==> src/sv/sdmct_pkg.sv <==
package sdmct_pkg;

  localparam int ADDR_W     = 32;
  localparam int TAG_W      = 32;
  localparam int LINE_W     = 10;
  localparam int CNT_W      = 32;
  localparam int RATIO_W    = 17;
  localparam int AMAT_W     = 25;
  localparam int IDX_W      = 4;
  localparam int OFF_W      = 5;
  localparam int CYC_W      = 16;
  localparam int FRAC_W     = 8;
  localparam int SHAMT_W    = 6;
  localparam int PROD_W     = CYC_W + RATIO_W;
  localparam int DIV_CNT_W  = $clog2(RATIO_W);
  localparam int CFG_IDX_W  = 4;
  localparam int CFG_DATA_W = 16;

  // Register indexes on the configuration channel
  localparam logic [CFG_IDX_W-1:0] REG_INDEX_BITS   = 4'd0;
  localparam logic [CFG_IDX_W-1:0] REG_OFFSET_BITS  = 4'd1;
  localparam logic [CFG_IDX_W-1:0] REG_HIT_CYCLES   = 4'd2;
  localparam logic [CFG_IDX_W-1:0] REG_MISS_PENALTY = 4'd3;

  // Reset values of the configuration registers
  localparam logic [IDX_W-1:0] RST_INDEX_BITS   = 4'd6;
  localparam logic [OFF_W-1:0] RST_OFFSET_BITS  = 5'd4;
  localparam logic [CYC_W-1:0] RST_HIT_CYCLES   = 16'd1;
  localparam logic [CYC_W-1:0] RST_MISS_PENALTY = 16'd100;

  localparam logic [CNT_W-1:0] CNT_MAX = '1;

  typedef struct packed {
    logic valid;
    logic [TAG_W-1:0] tag;
  } line_t;

  typedef struct packed {
    logic capture;
    logic clear;
    logic lookup;
    logic div_load;
    logic div_step;
    logic mul;
    logic out_load;
  } dp_cmd_t;

  typedef struct packed {
    logic clear_last;
    logic out_free;
  } dp_stat_t;

endpackage

==> src/sv/sdmct_ctrl.sv <==
module sdmct_ctrl (
  input  logic                clk,
  input  logic                rst,
  input  logic                req_valid,
  output logic                req_ready,
  input  sdmct_pkg::dp_stat_t stat,
  output sdmct_pkg::dp_cmd_t  cmd
);

  typedef enum logic [2:0] {
    S_CLEAR,
    S_IDLE,
    S_READ,
    S_CMP,
    S_LOAD,
    S_DIV,
    S_MUL,
    S_FIN
  } state_t;

  state_t state;
  logic [sdmct_pkg::DIV_CNT_W-1:0] div_cnt;

  always_ff @(posedge clk) begin
    if (rst) begin
      state   <= S_CLEAR;
      div_cnt <= '0;
    end else begin
      case (state)
        S_CLEAR: begin
          if (stat.clear_last) state <= S_IDLE;
        end
        S_IDLE: begin
          if (req_valid) state <= S_READ;
        end
        S_READ: state <= S_CMP;
        S_CMP:  state <= S_LOAD;
        S_LOAD: begin
          state   <= S_DIV;
          div_cnt <= sdmct_pkg::DIV_CNT_W'(sdmct_pkg::RATIO_W - 1);
        end
        S_DIV: begin
          if (div_cnt == '0) state <= S_MUL;
          else div_cnt <= div_cnt - sdmct_pkg::DIV_CNT_W'(1);
        end
        S_MUL: state <= S_FIN;
        S_FIN: begin
          if (stat.out_free) state <= S_IDLE;
        end
        default: state <= S_CLEAR;
      endcase
    end
  end

  always_comb begin
    cmd = '0;
    case (state)
      S_CLEAR: cmd.clear    = 1'b1;
      S_IDLE:  cmd.capture  = req_valid;
      S_CMP:   cmd.lookup   = 1'b1;
      S_LOAD:  cmd.div_load = 1'b1;
      S_DIV:   cmd.div_step = 1'b1;
      S_MUL:   cmd.mul      = 1'b1;
      S_FIN:   cmd.out_load = stat.out_free;
      default: cmd = '0;
    endcase
  end

  assign req_ready = (state == S_IDLE);

endmodule

==> config.mk <==
export PLATFORM = sky130hd
export DESIGN_NAME = sdmct_ctrl
export DESIGN_NICKNAME = d
export VERILOG_FILES = /design/src/sv/sdmct_pkg.sv /design/src/sv/sdmct_ctrl.sv
export SDC_FILE = /design/constraint.sdc
export NUM_CORES = 1
export LEC_CHECK = 0
export BUFFER_PORTS_ARGS = -buffer_cell sky130_fd_sc_hd__buf_2
export CAP_MARGIN = 20
export CELL_PAD_IN_SITES_DETAIL_PLACEMENT = 0
export CELL_PAD_IN_SITES_GLOBAL_PLACEMENT = 2
export CORE_ASPECT_RATIO = 1.2
export CORE_MARGIN = 2
export CORE_UTILIZATION = 27
export DETAILED_ROUTE_END_ITERATION = 6
export GPL_TIMING_DRIVEN = 0
export MAX_ROUTING_LAYER = met4
export PLACE_DENSITY_LB_ADDON = 0.08
export SETUP_SLACK_MARGIN = 0.5
export SLEW_MARGIN = 20
export SYNTH_ARGS = -nofsm -noshare
export SYNTH_HDL_FRONTEND = slang
export SYNTH_SLANG_ARGS = --single-unit
==> constraint.sdc <==
create_clock -name clk -period 1.57 [get_ports clk]
set_input_delay 0.314 -clock clk [delete_from_list [all_inputs] [get_ports clk]]
set_output_delay 0.314 -clock clk [all_outputs]
set_load 0.02 [all_outputs]
* After elaboration in Yosys (flattened, before gate mapping)
Cells that the tools add are included.
** Cells by class
- Eq/ne operators :: 12
- Add/subtract/negate cells :: 1
- Reductions and logical operators :: 5
- Mux-type cells :: 14
** Operators with widths (number)
- case mux 3 bit (8 select lines) :: 1
- == test 3 bit (second input constant) :: 4
- 2-to-1 mux 3 bit :: 4
- != test 2 bit (second input constant) :: 5
- case mux 5 bit (2 select lines) :: 1
- 2-to-1 mux 1 bit :: 7
- == test 3 x 2 -> 1 bit (second input constant) :: 2
- zero test 5 bit :: 1
- 2-to-1 mux 5 bit :: 1
- subtractor 5 x 1 -> 5 bit (second input constant) :: 1
- AND reduction 4 bit :: 1
- == test 3 x 1 -> 1 bit (second input constant) :: 1
- zero test 3 bit :: 1
- AND reduction 2 bit :: 1
- nonzero test 2 bit :: 1
** Storage, ports and cells
- Input bits :: 5
- Word-level logic and storage cells :: 34
- Register bits after elaboration :: 8
- Output and inout bits :: 8

* Depth between registers and ports, before layout
- Depth after elaboration :: 3
- Depth in mapped cells :: 5
- Mapped depth without buffers :: 5

* Worst setup path before layout
OpenSTA, ideal clock, no wires.
- Kind :: flip-flop to output port
- Start point :: register state[1]
- End point :: output cmd[6] (netlist bit)
- Required time :: 1.256 ns
- Stages on the path, launching flop included :: 5
- Path slack :: -0.109 ns
- Path buffers :: 1
- Arrival time :: 1.365 ns
- Cells stage by stage :: dfxtp_1 > clkbuf_1 > nor3b_1 > nand2_1 > inv_1
** RTL lines
- start: declaration :: line sdmct_ctrl.sv:21 : state_t state;
- start signal: assignment :: line sdmct_ctrl.sv:26 : state <= S_CLEAR;
- start signal: assignment :: line sdmct_ctrl.sv:31 : if (stat.clear_last) state <= S_IDLE;
- start signal: assignment :: line sdmct_ctrl.sv:34 : if (req_valid) state <= S_READ;
- end: declaration :: line sdmct_ctrl.sv:7 : output sdmct_pkg::dp_cmd_t cmd

==> impl_metrics.csv <==
group,metric,value,unit
status,outcome,"finished clean",
die,die_area,2230,µm²
finish,final_common_cell,"buf_4",
timing,hold_ws,0.453,ns
logic_synthesis,synth_edf_count,0,
die,coreArea,1810,µm²
detailed_routing,drc,0,
placed_design,dp_hpwl,942,µm
logic_synthesis,ys.flop_type,"dfxtp_1",
timing,setup-violations-final,0,
power,ir_drop,0.000325,V
clock_network,cts.sinks,8,
critical_path,cp_slowest_cell,"dfxtp_2",
logic_synthesis,syn_area_per_cell,7.98,µm²
flow_run,maxCapViolCount,0,
detailed_routing,initialDrtViolationCount,6,
placed_design,place_inst,93,
logic_synthesis,ys_ff_latch,8,
clock_network,cts_root_buf,"clkbuf_4",
placed_design,gp_congestion,0.683,
grt,grt_overflow_total,0,
logic_synthesis,synthArstFlopShare,0,%
clock_network,cts_tree,"built",
detailed_routing,routed_via_density,5.44,
grt,grt.total_usage,17.4,%
critical_path,arrival,1.15,ns
logic_synthesis,netlist_area,503,µm²
timing,setup_tns,0,ns
finish,antenna_cells,0,
timing,rsz0062_at_grt,"true",
critical_path,crit_fanout,4,
finish,area.growth.synth_to_final,86.3,%
critical_path,critPathMaxStageDelay,0.33,ns
grt,grt_max_degree,9,
timing,relSlewSlack,61.0,%
timing,worst_pin_slew,0.585,ns
logic_synthesis,postSynthCellCount,63,
logic_synthesis,synth_cell_type_count,30,
grt,antenna_found_initial,0,
timing,finalHoldViolCount,0,
die,num_io_pins,13,
power,p_leak,0.383,nW
die,start_util,27.8,%
finish,fin_nets,102,
placed_design,placed_area,642,µm²
finish,num-fill-cells,171,
clock_network,path_clk_slew,0.06,ns
logic_synthesis,ys_seq_area_share,31.8,%
critical_path,cp.required,1.26,ns
clock_network,htreeDepth,1,
grt,grt_pass1_wl,2690,µm
die,die_x,43.4,µm
critical_path,worstPathCellList,"buf_8 -> nor3b_4 -> nand2_2 -> inv_2 -> buf_6",
critical_path,rr_startpoint,"state[1]",
detailed_routing,antenna_left,0,
timing,clock.fmax,684,MHz
finish,stdcell_count,113,
placed_design,portBuffers,11,
power,pwr_density_cell,646,nW/µm²
finish,mostFrequentLayoutCells,"16 x buf_4, 8 x buf_6, 6 x inv_2, 5 x buf_2, 4 x dfxtp_2",
timing,drv_slew,0,
detailed_routing,vias,615,
critical_path,critPathLaunchType,"flip-flop",
clock_network,worstSkewPairLatency,0.26,ns
detailed_routing,drt_wl_total,1640,µm
logic_synthesis,yosysWarningCount,0,
timing,min_period,1.46,ns
critical_path,end_kind,"output pin",
placed_design,pre_cts_ws,0.164,ns
worst_hold_path,hp-class,"in2reg",
detailed_routing,drt_first_pass_iters,5,
finish,finalInstanceArea,937,µm²
grt,grt_pass1_vias,605,
critical_path,startpoint,"state[1]",
detailed_routing,wl_per_cell,14.5,µm
critical_path,crit_type,"reg2out",
clock_network,cts_buffers,3,
worst_hold_path,holdCritStartpoint,"stat[1]",
timing,setup_ws,0.108,ns
die,dieHeight,51.3,µm
timing,period_share,93.1,%
clock_network,cts_buffer_depth,2,
timing,skew,0.00299,ns
die,rows,17,
logic_synthesis,synth_fp_nets,69,
finish,layout-drive-gt1-share,71.3,%
[cell type report]
cell class	count	area (µm²)	share of cell area (%)
Timing Repair Buffer	28	228	24.3
Multi-Input combinational cell	44	417	44.5
Clock buffer	3	22.5	2.40
Inverter	6	22.5	2.40
Sequential cell	8	169	18.0
Buffer	5	55.1	5.87
Tap cell	19	23.8	2.54
[cells by family (layout without fill, tap and decap cells)]
family / count (synthesis) / after routing / synth area share [%]
flip-flops: 8 / 8 / 31.8
adder cells (fa/ha/maj): 1 / 1 / 2.49
AND/OR/NAND/NOR: 29 / 29 / 37.6
AO/OA/AOI/OAI: 14 / 14 / 17.7
buffers and inverters: 11 / 42 / 10.4
[cell usage after synthesis (2+ instances only)]
cell type	count	share of area [%]
nor3_1	3	3.0
a21oi_1	4	4.0
inv_1	6	4.5
nand2_1	5	3.7
nor3b_1	2	3.0
nor2b_1	3	3.7
nor2_1	2	1.5
o21ai_1	2	2.0
a31oi_1	4	5.0
clkbuf_1	2	1.5
nand4_1	2	2.5
nand3_1	3	3.0
dfxtp_1	8	32
[timing repair]
| action | in CTS | in global routing |
|---|---|---|
| setup endpoints to repair | 16 | 15 |
| pin swaps | 10 | 4 |
| gates resized for setup | 23 | 14 |
| gates cloned | 2 | 0 |
| setup buffers | 14 | 1 |
| hold buffers | 0 | 0 |
[power by group]
| group | switching (W) | total, W | leakage (nW) | internal [W] |
|---|---|---|---|---|
| sequential | 0.00000979 | 0.000222 | 0.0674 | 0.000212 |
| combinational | 0.000104 | 0.000222 | 0.301 | 0.000118 |
| clock | 0.0000737 | 0.000161 | 0.0138 | 0.0000877 |
[worst paths after layout]
check | end | slack [ns] | cells past startpoint
hold / removal | state[0] | 0.45 | 4
setup reg to reg | state[1] | 0.13 | 8
setup / recovery | cmd[6] | 0.11 | 5
hold reg to reg | div_cnt[4] | 0.53 | 2
[sequential cells by signal, indices dropped and copies added, names as in the netlist]
| signal | cells |
|---|---|
| state | 3 |
| div_cnt | 5 |
[through the flow]
stage / total power, W / utilization (%)
after floorplan: 0.000315 / -
after global placement: 0.000349 / 35.5
after detailed placement: 0.000348 / 35.5
after CTS: 0.000584 / 48.3
after global routing: 0.000643 / 51.8
final: 0.000606 / 51.8
[critical path: cells and delay by family (launching register included)]
| family | cells | cell delay [ns] |
|---|---|---|
| DFF | 1 | 0.33 |
| and+or+nand+nor | 2 | 0.28 |
| buffers and inverters | 3 | 0.29 |
[routing by layer]
layer / share of wire (%) / global-route usage (%) / wire [µm] / up-vias
li1: - / - / - / 292
met1: 37 / 16.2 / 610 / 297
met2: 54 / 30.3 / 878 / 20
met3: 5.6 / 4.24 / 91 / 6
met4: 3.5 / 12.6 / 58 / 0
met5: 0 / - / 0 / -
Note: power is estimated with default switching activity, not from simulation.
